### src/fpadd_pkg.sv
// Package: constants and types for the binary32 add/subtract block.
`default_nettype none
package fpadd_pkg;
    localparam logic [1:0] CMD_ADD   = 2'd0;
    localparam logic [1:0] CMD_A_SUB = 2'd1;
    localparam logic [1:0] CMD_B_SUB = 2'd2;

    localparam logic [1:0] RM_NEAREST = 2'd0;
    localparam logic [1:0] RM_ZERO    = 2'd1;
    localparam logic [1:0] RM_PLUS    = 2'd2;
    localparam logic [1:0] RM_MINUS   = 2'd3;

    localparam logic [31:0] QNAN_OUT  = 32'h7fffffff;
    localparam logic [22:0] QUIET_BIT = 23'h400000;
    localparam logic [31:0] INF_PAT   = 32'h7f800000;
    localparam logic [31:0] MAX_FIN   = 32'h7f7fffff;
    localparam logic [31:0] MIN_NORM  = 32'h00800000;
    localparam logic [31:0] INF_MASK  = 32'hff800000;

    // stage 1 -> stage 2: aligned operands
    typedef struct packed {
        logic        done;      // result already final (special case)
        logic [31:0] res;
        logic [8:0]  flags;
        logic        sign_l;
        logic        sign_r;
        logic [26:0] lsig;
        logic [26:0] rsig;
        logic [7:0]  exp;
        logic [1:0]  rm;
    } s1_t;

    // stage 2 -> stage 3: normalized significand
    typedef struct packed {
        logic        done;
        logic [31:0] res;
        logic [8:0]  flags;
        logic        sign;
        logic [26:0] sig;
        logic signed [9:0] exp;
        logic [1:0]  rm;
    } s2_t;

    // right shift with sticky bit
    function automatic logic [26:0] jam27(input logic [26:0] v, input logic [7:0] n);
        logic [26:0] sh;
        logic [26:0] mask;
        begin
            if (n >= 8'd27) begin
                jam27 = {26'd0, |v};
            end else begin
                sh   = v >> n;
                mask = ~(27'h7ffffff << n);
                jam27 = sh | {26'd0, |(v & mask)};
            end
        end
    endfunction

    // leading zero count of a 27-bit value (bit 26 is msb)
    function automatic logic [4:0] lzc27(input logic [26:0] v);
        logic [4:0] c;
        logic       f;
        begin
            c = 5'd0;
            f = 1'b0;
            for (int i = 26; i >= 0; i--) begin
                if (!f && v[i]) begin
                    f = 1'b1;
                    c = 5'(26 - i);
                end
            end
            lzc27 = c;
        end
    endfunction
endpackage
`default_nettype wire

### src/binary32_add_subtract_top.sv
// Top level: three-stage pipelined binary32 adder/subtractor with flags.
// The start beat runs through the valid bits v1, v2 and v3; done is driven from v3.
// Throughput: one operation per cycle; busy is held low, start is taken every cycle.
// Stages: unpack/align, add and normalize, round and pack.
// Reset clears the stage valid bits and sets the rounding mode register to nearest even.
// Results cannot be stalled; each shows for one cycle with done high.
`default_nettype none
module binary32_add_subtract_top (
    input  wire logic        clk,
    input  wire logic        rst_n,
    input  wire logic        start,
    output logic             busy,
    input  wire logic [1:0]  cmd,
    input  wire logic [31:0] source_a,
    input  wire logic [31:0] source_b,
    input  wire logic        cfg_valid,
    output logic             cfg_ready,
    input  wire logic [1:0]  cfg_data,
    output logic             done,
    output logic [31:0]      sum_value,
    output logic             a_is_nan,
    output logic             b_is_nan,
    output logic             a_is_denormal,
    output logic             b_is_denormal,
    output logic             invalid_flag,
    output logic             infinite_flag,
    output logic             overflow_flag,
    output logic             inexact_flag,
    output logic             underflow_flag
);
    import fpadd_pkg::*;

    logic [1:0]  rm_reg;
    logic        v1_reg, v2_reg, v3_reg;
    s1_t         s1_reg, s1_next;
    s2_t         s2_reg, s2_next;
    logic [31:0] res3_reg, res3_next;
    logic [8:0]  fl3_reg, fl3_next;

    assign busy      = 1'b0;
    assign cfg_ready = 1'b1;

    // rounding mode register
    always_ff @(posedge clk or negedge rst_n) begin
        if (!rst_n) begin
            rm_reg <= RM_NEAREST;
        end else if (cfg_valid) begin
            rm_reg <= cfg_data;
        end
    end

    // stage 1: classify, specials, align
    always_comb begin
        logic [7:0]  ea, eb, le, re;
        logic [22:0] fa, fb;
        logic        nana, nanb, infa, infb, dena, denb;
        logic [31:0] l, r;
        logic [8:0]  st;
        logic        ls, rs;
        logic [26:0] ls0, rs0;
        ea = source_a[30:23];
        eb = source_b[30:23];
        fa = source_a[22:0];
        fb = source_b[22:0];
        nana = (ea == 8'hff) && (fa != 23'd0);
        nanb = (eb == 8'hff) && (fb != 23'd0);
        infa = (ea == 8'hff) && (fa == 23'd0);
        infb = (eb == 8'hff) && (fb == 23'd0);
        dena = (ea == 8'd0) && (fa != 23'd0);
        denb = (eb == 8'd0) && (fb != 23'd0);
        st = {5'd0, denb, dena, nanb, nana};
        l = (cmd == CMD_B_SUB) ? source_b : source_a;
        r = (cmd == CMD_B_SUB) ? source_a : source_b;
        if (cmd != CMD_ADD) begin
            r[31] = ~r[31];
        end
        le = l[30:23];
        re = r[30:23];
        if (le == 8'd0) l[30:0] = 31'd0;
        if (re == 8'd0) r[30:0] = 31'd0;
        ls = l[31];
        rs = r[31];
        ls0 = {1'b1, l[22:0], 3'd0};
        rs0 = {1'b1, r[22:0], 3'd0};
        s1_next = '0;
        s1_next.rm = rm_reg;
        s1_next.sign_l = ls;
        s1_next.sign_r = rs;
        if (nana || nanb) begin
            if ((nana && !(|(fa & QUIET_BIT))) || (nanb && !(|(fb & QUIET_BIT))))
                st[4] = 1'b1;
            s1_next.done = 1'b1;
            s1_next.res  = QNAN_OUT;
        end else begin
            if ((dena && !infb) || (denb && !infa)) st[7] = 1'b1;
            s1_next.done = 1'b1;
            if (le == 8'hff || re == 8'hff) begin
                if (le == 8'hff && re == 8'hff && ls != rs) begin
                    st[4] = 1'b1;
                    s1_next.res = QNAN_OUT;
                end else begin
                    st[5] = 1'b1;
                    s1_next.res = ((le == 8'hff) ? l : r) & INF_MASK;
                end
            end else if (le == 8'd0 && re == 8'd0) begin
                s1_next.res = {(ls == rs) ? ls : (rm_reg == RM_MINUS), 31'd0};
            end else if (le == 8'd0) begin
                s1_next.res = r;
            end else if (re == 8'd0) begin
                s1_next.res = l;
            end else begin
                s1_next.done = 1'b0;
                if (le > re) begin
                    s1_next.lsig = ls0;
                    s1_next.rsig = jam27(rs0, le - re);
                    s1_next.exp  = le;
                end else begin
                    s1_next.lsig = jam27(ls0, re - le);
                    s1_next.rsig = rs0;
                    s1_next.exp  = re;
                end
            end
        end
        s1_next.flags = st;
    end

    // stage 2: add or subtract, normalize
    always_comb begin
        logic [27:0] sum;
        logic [26:0] d;
        logic [4:0]  lz;
        s2_next = '0;
        s2_next.done  = s1_reg.done;
        s2_next.res   = s1_reg.res;
        s2_next.flags = s1_reg.flags;
        s2_next.rm    = s1_reg.rm;
        sum = '0;
        d   = '0;
        lz  = '0;
        if (!s1_reg.done) begin
            if (s1_reg.sign_l == s1_reg.sign_r) begin
                s2_next.sign = s1_reg.sign_l;
                sum = {1'b0, s1_reg.lsig} + {1'b0, s1_reg.rsig};
                if (sum[27]) begin
                    s2_next.sig = {sum[27:2], |sum[1:0]};
                    s2_next.exp = 10'(s1_reg.exp) + 10'sd1;
                end else begin
                    s2_next.sig = sum[26:0];
                    s2_next.exp = 10'(s1_reg.exp);
                end
            end else if (s1_reg.lsig == s1_reg.rsig) begin
                s2_next.done = 1'b1;
                s2_next.res  = {s1_reg.rm == RM_MINUS, 31'd0};
            end else begin
                if (s1_reg.lsig > s1_reg.rsig) begin
                    s2_next.sign = s1_reg.sign_l;
                    d = s1_reg.lsig - s1_reg.rsig;
                end else begin
                    s2_next.sign = s1_reg.sign_r;
                    d = s1_reg.rsig - s1_reg.lsig;
                end
                lz = lzc27(d);
                s2_next.sig = d << lz;
                s2_next.exp = 10'(s1_reg.exp) - 10'(lz);
            end
        end
    end

    // stage 3: round, overflow, underflow, pack
    always_comb begin
        logic [23:0] mant;
        logic [24:0] mi;
        logic [2:0]  rem;
        logic        inc, sgn, dir;
        logic signed [9:0] e;
        logic [1:0]  rm;
        res3_next = s2_reg.res;
        fl3_next  = s2_reg.flags;
        rm   = s2_reg.rm;
        sgn  = s2_reg.sign;
        e    = s2_reg.exp;
        mant = s2_reg.sig[26:3];
        rem  = s2_reg.sig[2:0];
        dir  = (rm == RM_PLUS && !sgn) || (rm == RM_MINUS && sgn);
        inc  = (rm == RM_NEAREST && (rem > 3'd4 || (rem == 3'd4 && mant[0])))
               || (dir && rem != 3'd0);
        mi   = {1'b0, mant} + {24'd0, inc};
        if (mi[24]) begin
            mi = mi >> 1;
            e  = e + 10'sd1;
        end
        if (!s2_reg.done) begin
            if (s2_reg.exp <= 10'sd0) begin
                fl3_next[8] = 1'b1;
                fl3_next[7] = 1'b1;
                res3_next = {sgn, 31'd0} | (dir ? MIN_NORM : 32'd0);
            end else if (e >= 10'sd255) begin
                fl3_next[7] = 1'b1;
                fl3_next[6] = 1'b1;
                if (rm == RM_NEAREST || dir) begin
                    fl3_next[5] = 1'b1;
                    res3_next = {sgn, 31'd0} | INF_PAT;
                end else begin
                    res3_next = {sgn, 31'd0} | MAX_FIN;
                end
            end else begin
                if (rem != 3'd0) fl3_next[7] = 1'b1;
                res3_next = {sgn, e[7:0], mi[22:0]};
            end
        end
    end

    // valid bits
    always_ff @(posedge clk or negedge rst_n) begin
        if (!rst_n) begin
            v1_reg <= 1'b0;
            v2_reg <= 1'b0;
            v3_reg <= 1'b0;
        end else begin
            v1_reg <= start;
            v2_reg <= v1_reg;
            v3_reg <= v2_reg;
        end
    end

    // payload registers
    always_ff @(posedge clk) begin
        s1_reg   <= s1_next;
        s2_reg   <= s2_next;
        res3_reg <= res3_next;
        fl3_reg  <= fl3_next;
    end

    assign done           = v3_reg;
    assign sum_value      = res3_reg;
    assign a_is_nan       = fl3_reg[0];
    assign b_is_nan       = fl3_reg[1];
    assign a_is_denormal  = fl3_reg[2];
    assign b_is_denormal  = fl3_reg[3];
    assign invalid_flag   = fl3_reg[4];
    assign infinite_flag  = fl3_reg[5];
    assign overflow_flag  = fl3_reg[6];
    assign inexact_flag   = fl3_reg[7];
    assign underflow_flag = fl3_reg[8];
endmodule
`default_nettype wire

### config.mk
export PLATFORM = sky130hd
export DESIGN_NAME = binary32_add_subtract_top
export DESIGN_NICKNAME = d
export VERILOG_FILES = /design/src/fpadd_pkg.sv /design/src/binary32_add_subtract_top.sv
export SDC_FILE = /design/constraint.sdc
export NUM_CORES = 1
export LEC_CHECK = 0
export CAP_MARGIN = 30
export CORE_AREA = 8 8 222 245
export DETAILED_ROUTE_END_ITERATION = 16
export DIE_AREA = 0 0 230 253
export DONT_BUFFER_PORTS = 1
export PLACE_DENSITY = 0.59
export SLEW_MARGIN = 25
export SYNTH_ARGS = -nofsm -noshare
export SYNTH_HDL_FRONTEND = slang
export SYNTH_SLANG_ARGS = --single-unit
export TNS_END_PERCENT = 100
### constraint.sdc
create_clock -name clk -period 8.1 [get_ports clk]
set_clock_uncertainty 0.15 [all_clocks]
set_input_delay 0 -clock clk [delete_from_list [all_inputs] [get_ports clk]]
set_output_delay 0 -clock clk [all_outputs]
set_load 0.01 [all_outputs]
==> results.cfg <==
[synth]
netlist_area_mm2 = 0.0199
ys_ff_latch = 232
ys.warnings.count = 0
syn_nets = 2914
seq_area_frac_synth_pct = 23.5
synth_edf_count = 0
yosys.area.top_type_share_pct = 22.9
ys_async_sr_fraction_pct = 2.16
synth.distinct_cells = 113
netlist_instances = 2745
yosys_most_used_dff = dfxtp_1
synth_top_cell_by_area = dfxtp_1
synth_most_common_cell = nand2_1
synth_common_cells = nand2_1, nor2_1, dfxtp_1
postSynthAreaPerCell_um2 = 7.24
yosys-top-cells-area = dfxtp_1, nand2_1, ha_1

[final_layout]
nets = 2954
layout-drive-gt1-share_pct = 6.92
largest_reg_flops = 106
syn2layout_area_growth_pct = 14.0
fin_area_mm2 = 0.0226

[die]
io_pins = 116
core.rowCount = 87
core-area_mm2 = 0.0505
die_w_um = 230
initial_core_util_pct = 39.3
die-area_mm2 = 0.0582
die_h_um = 253

[sta]
worst_pin_slew_ps = 984
max_slew_margin_pct = 34.4
period_needed_ps = 7540
drv_slew = 0
setup_viol = 0
fin_tns_setup_ps = 0
period_share_pct = 93.1
fmax_mhz = 133
rsz0062_at_grt = no
finalHoldViolCount = 0

[routing]
routedWlPerCell_um = 25.9
wirelength_mm = 89.8
drtAntennaViolNets = 0
vias = 21900
via_per_inst = 6.31
drt_iter0_drc = 2529
firstDrtPassIters = 6
drc_errors = 0

[power_and_ir_drop]
p_leak_uw = 0.00938
p_total_uw = 7160
power_density_mw_per_mm2 = 316
ir_worst_vdd_uv = 230

[place]
dp_hpwl_mm = 68.3
placement.io_buffers = 0
post_dp_cell_area_mm2 = 0.0204
gp_congestion = 1.00

[clocking]
cts_resized = 0
clock_latency_ps = 570
clk_path_buf_depth = 3
clkTransAtPathRegs_ps = 70
root_buffer = clkbuf_16
cts_buffers = 25
numClockSinks = 232
htreeDepth = 1
cts_tree = built

[min_path]
min_from = source_a[0]
hold_class = in2reg

[critical_path]
endpoint_kind = flop
worstPathRequired_ps = 8450
worst_setup_path_start_kind = flop
path_class = reg2reg
arrival_ps = 7890
reg2reg_from = s1_reg[32]$_SDFF_PP0_
crit_fanout = 18
critPathLaunch = s1_reg[32]$_SDFF_PP0_

[global_route]
grt_max_degree = 62
grt_usage_pct = 29.4
grt_pass1_vias = 20700
antenna_found_initial = 2
grt_pass1_wl_mm = 133
grt-ovfl-total = 0

[run]
cap_violations = 0

[outcome]
outcome = completed
[per-layer routing]
layer	share of wire (%)	GRT usage (%)
met4	6.2	15.5
met5	0.027	0
met2	45	47.8
met3	8.2	4.40
met1	41	37.2
[worst max-delay path, cell delays in order, from the launching register on]
cell	delay [ps]
dfxtp_1	370
inv_1	60
ha_1	580
nand4_1	400
or4_4	620
nor2_2	580
buf_4	350
nor3_1	100
or2_1	330
o221ai_1	540
o2111ai_1	360
nor4b_1	540
nand2_1	360
nand2_2	340
inv_4	130
fa_1	440
a21o_1	190
a21oi_1	230
nor2b_1	80
nor3_1	270
nand2_1	120
nor3_1	150
a31oi_1	60
nor2_1	100
[metrics by stage]
stage | hold slack (ps) | setup slack (ps) | util [%] | cells
after global routing | 0.788 | 79.8 | 44.8 | 3470
after floorplan | -446 | 1970 | - | 2745
final | 35.3 | 561 | 44.8 | 3472
after global placement | -445 | 761 | 40.4 | 3291
after detailed placement | -445 | 673 | 40.5 | 3294
after CTS | 13.1 | 665 | 44.7 | 3466
[kinds of logic (layout without fill, tap and decap cells)]
family / after synthesis / count (layout) / share of synthesized area [%]
xor gates and xnor gates: 110 / 110 / 4.89
DFF: 232 / 232 / 23.5
muxes: 99 / 99 / 5.18
and+or+nand+nor: 1008 / 1008 / 23.9
buffers and inverters: 295 / 353 / 6.21
AOI/OAI and AO/OA: 896 / 896 / 29.8
other: 2 / 4 / 0.0378
adders and majority gates: 103 / 103 / 6.56
[repair_timing]
item | 4_1_cts | 5_1_grt
setup buffers | 0 | 0
endpoints found under the hold margin | 93 | 1
hold buffers | 127 | 1
[where the power goes]
| part | total, uW | switching, uW | internal [uW] |
|---|---|---|---|
| Combinational | 4320 | 2880 | 1440 |
| Clock | 1220 | 504 | 720 |
| Sequential | 1610 | 231 | 1380 |
| Total | 7160 | 3620 | 3540 |
[final cells by class]
class	count	area, um2
Clock buffer	33	706
Fill cell	5116	27900
Clock inverter	12	180
Multi-Input combinational cell	2218	14100
Sequential cell	232	4670
Antenna cell	2	5.00
Tap cell	667	835
Timing Repair Buffer	188	1720
Inverter	120	455
[cell usage in the layout, fill, tap and decap left out, drive strengths merged, types with 15 or more instances in the layout]
cell / n
or2: 20
a21oi: 220
o21bai: 23
nand2: 358
or3: 27
nor3: 74
xnor2: 69
o31ai: 18
nor2b: 16
and2: 49
o22ai: 42
mux2i: 86
xor2: 41
buf: 58
o211ai: 28
o21ai: 201
inv: 121
and3: 21
nor2: 246
a31oi: 36
ha: 93
nand2b: 26
a21o: 70
nand4: 35
clkbuf: 35
a22o: 18
dlygate4sd3: 128
nor4: 29
nand3: 77
a22oi: 18
dfxtp: 227
o21a: 17
o221ai: 15
a211oi: 51
[final timing paths]
check	end	slack, ps	depth (start not counted)
min in group asynchronous	done$_DFF_PN0_	110	2
worst min register to register	fl3_reg[3]$_DFF_P_	180	0
max in group asynchronous	rm_reg[0]$_DFFE_PN0P_	7500	2
worst min-delay path	s1_reg[40]$_SDFF_PP0_	40	5
worst max register to register	s2_reg[10]$_SDFF_PP0_	560	23
worst max-delay path	s2_reg[10]$_SDFF_PP0_	560	23
Power figures use the tool's default switching activity.
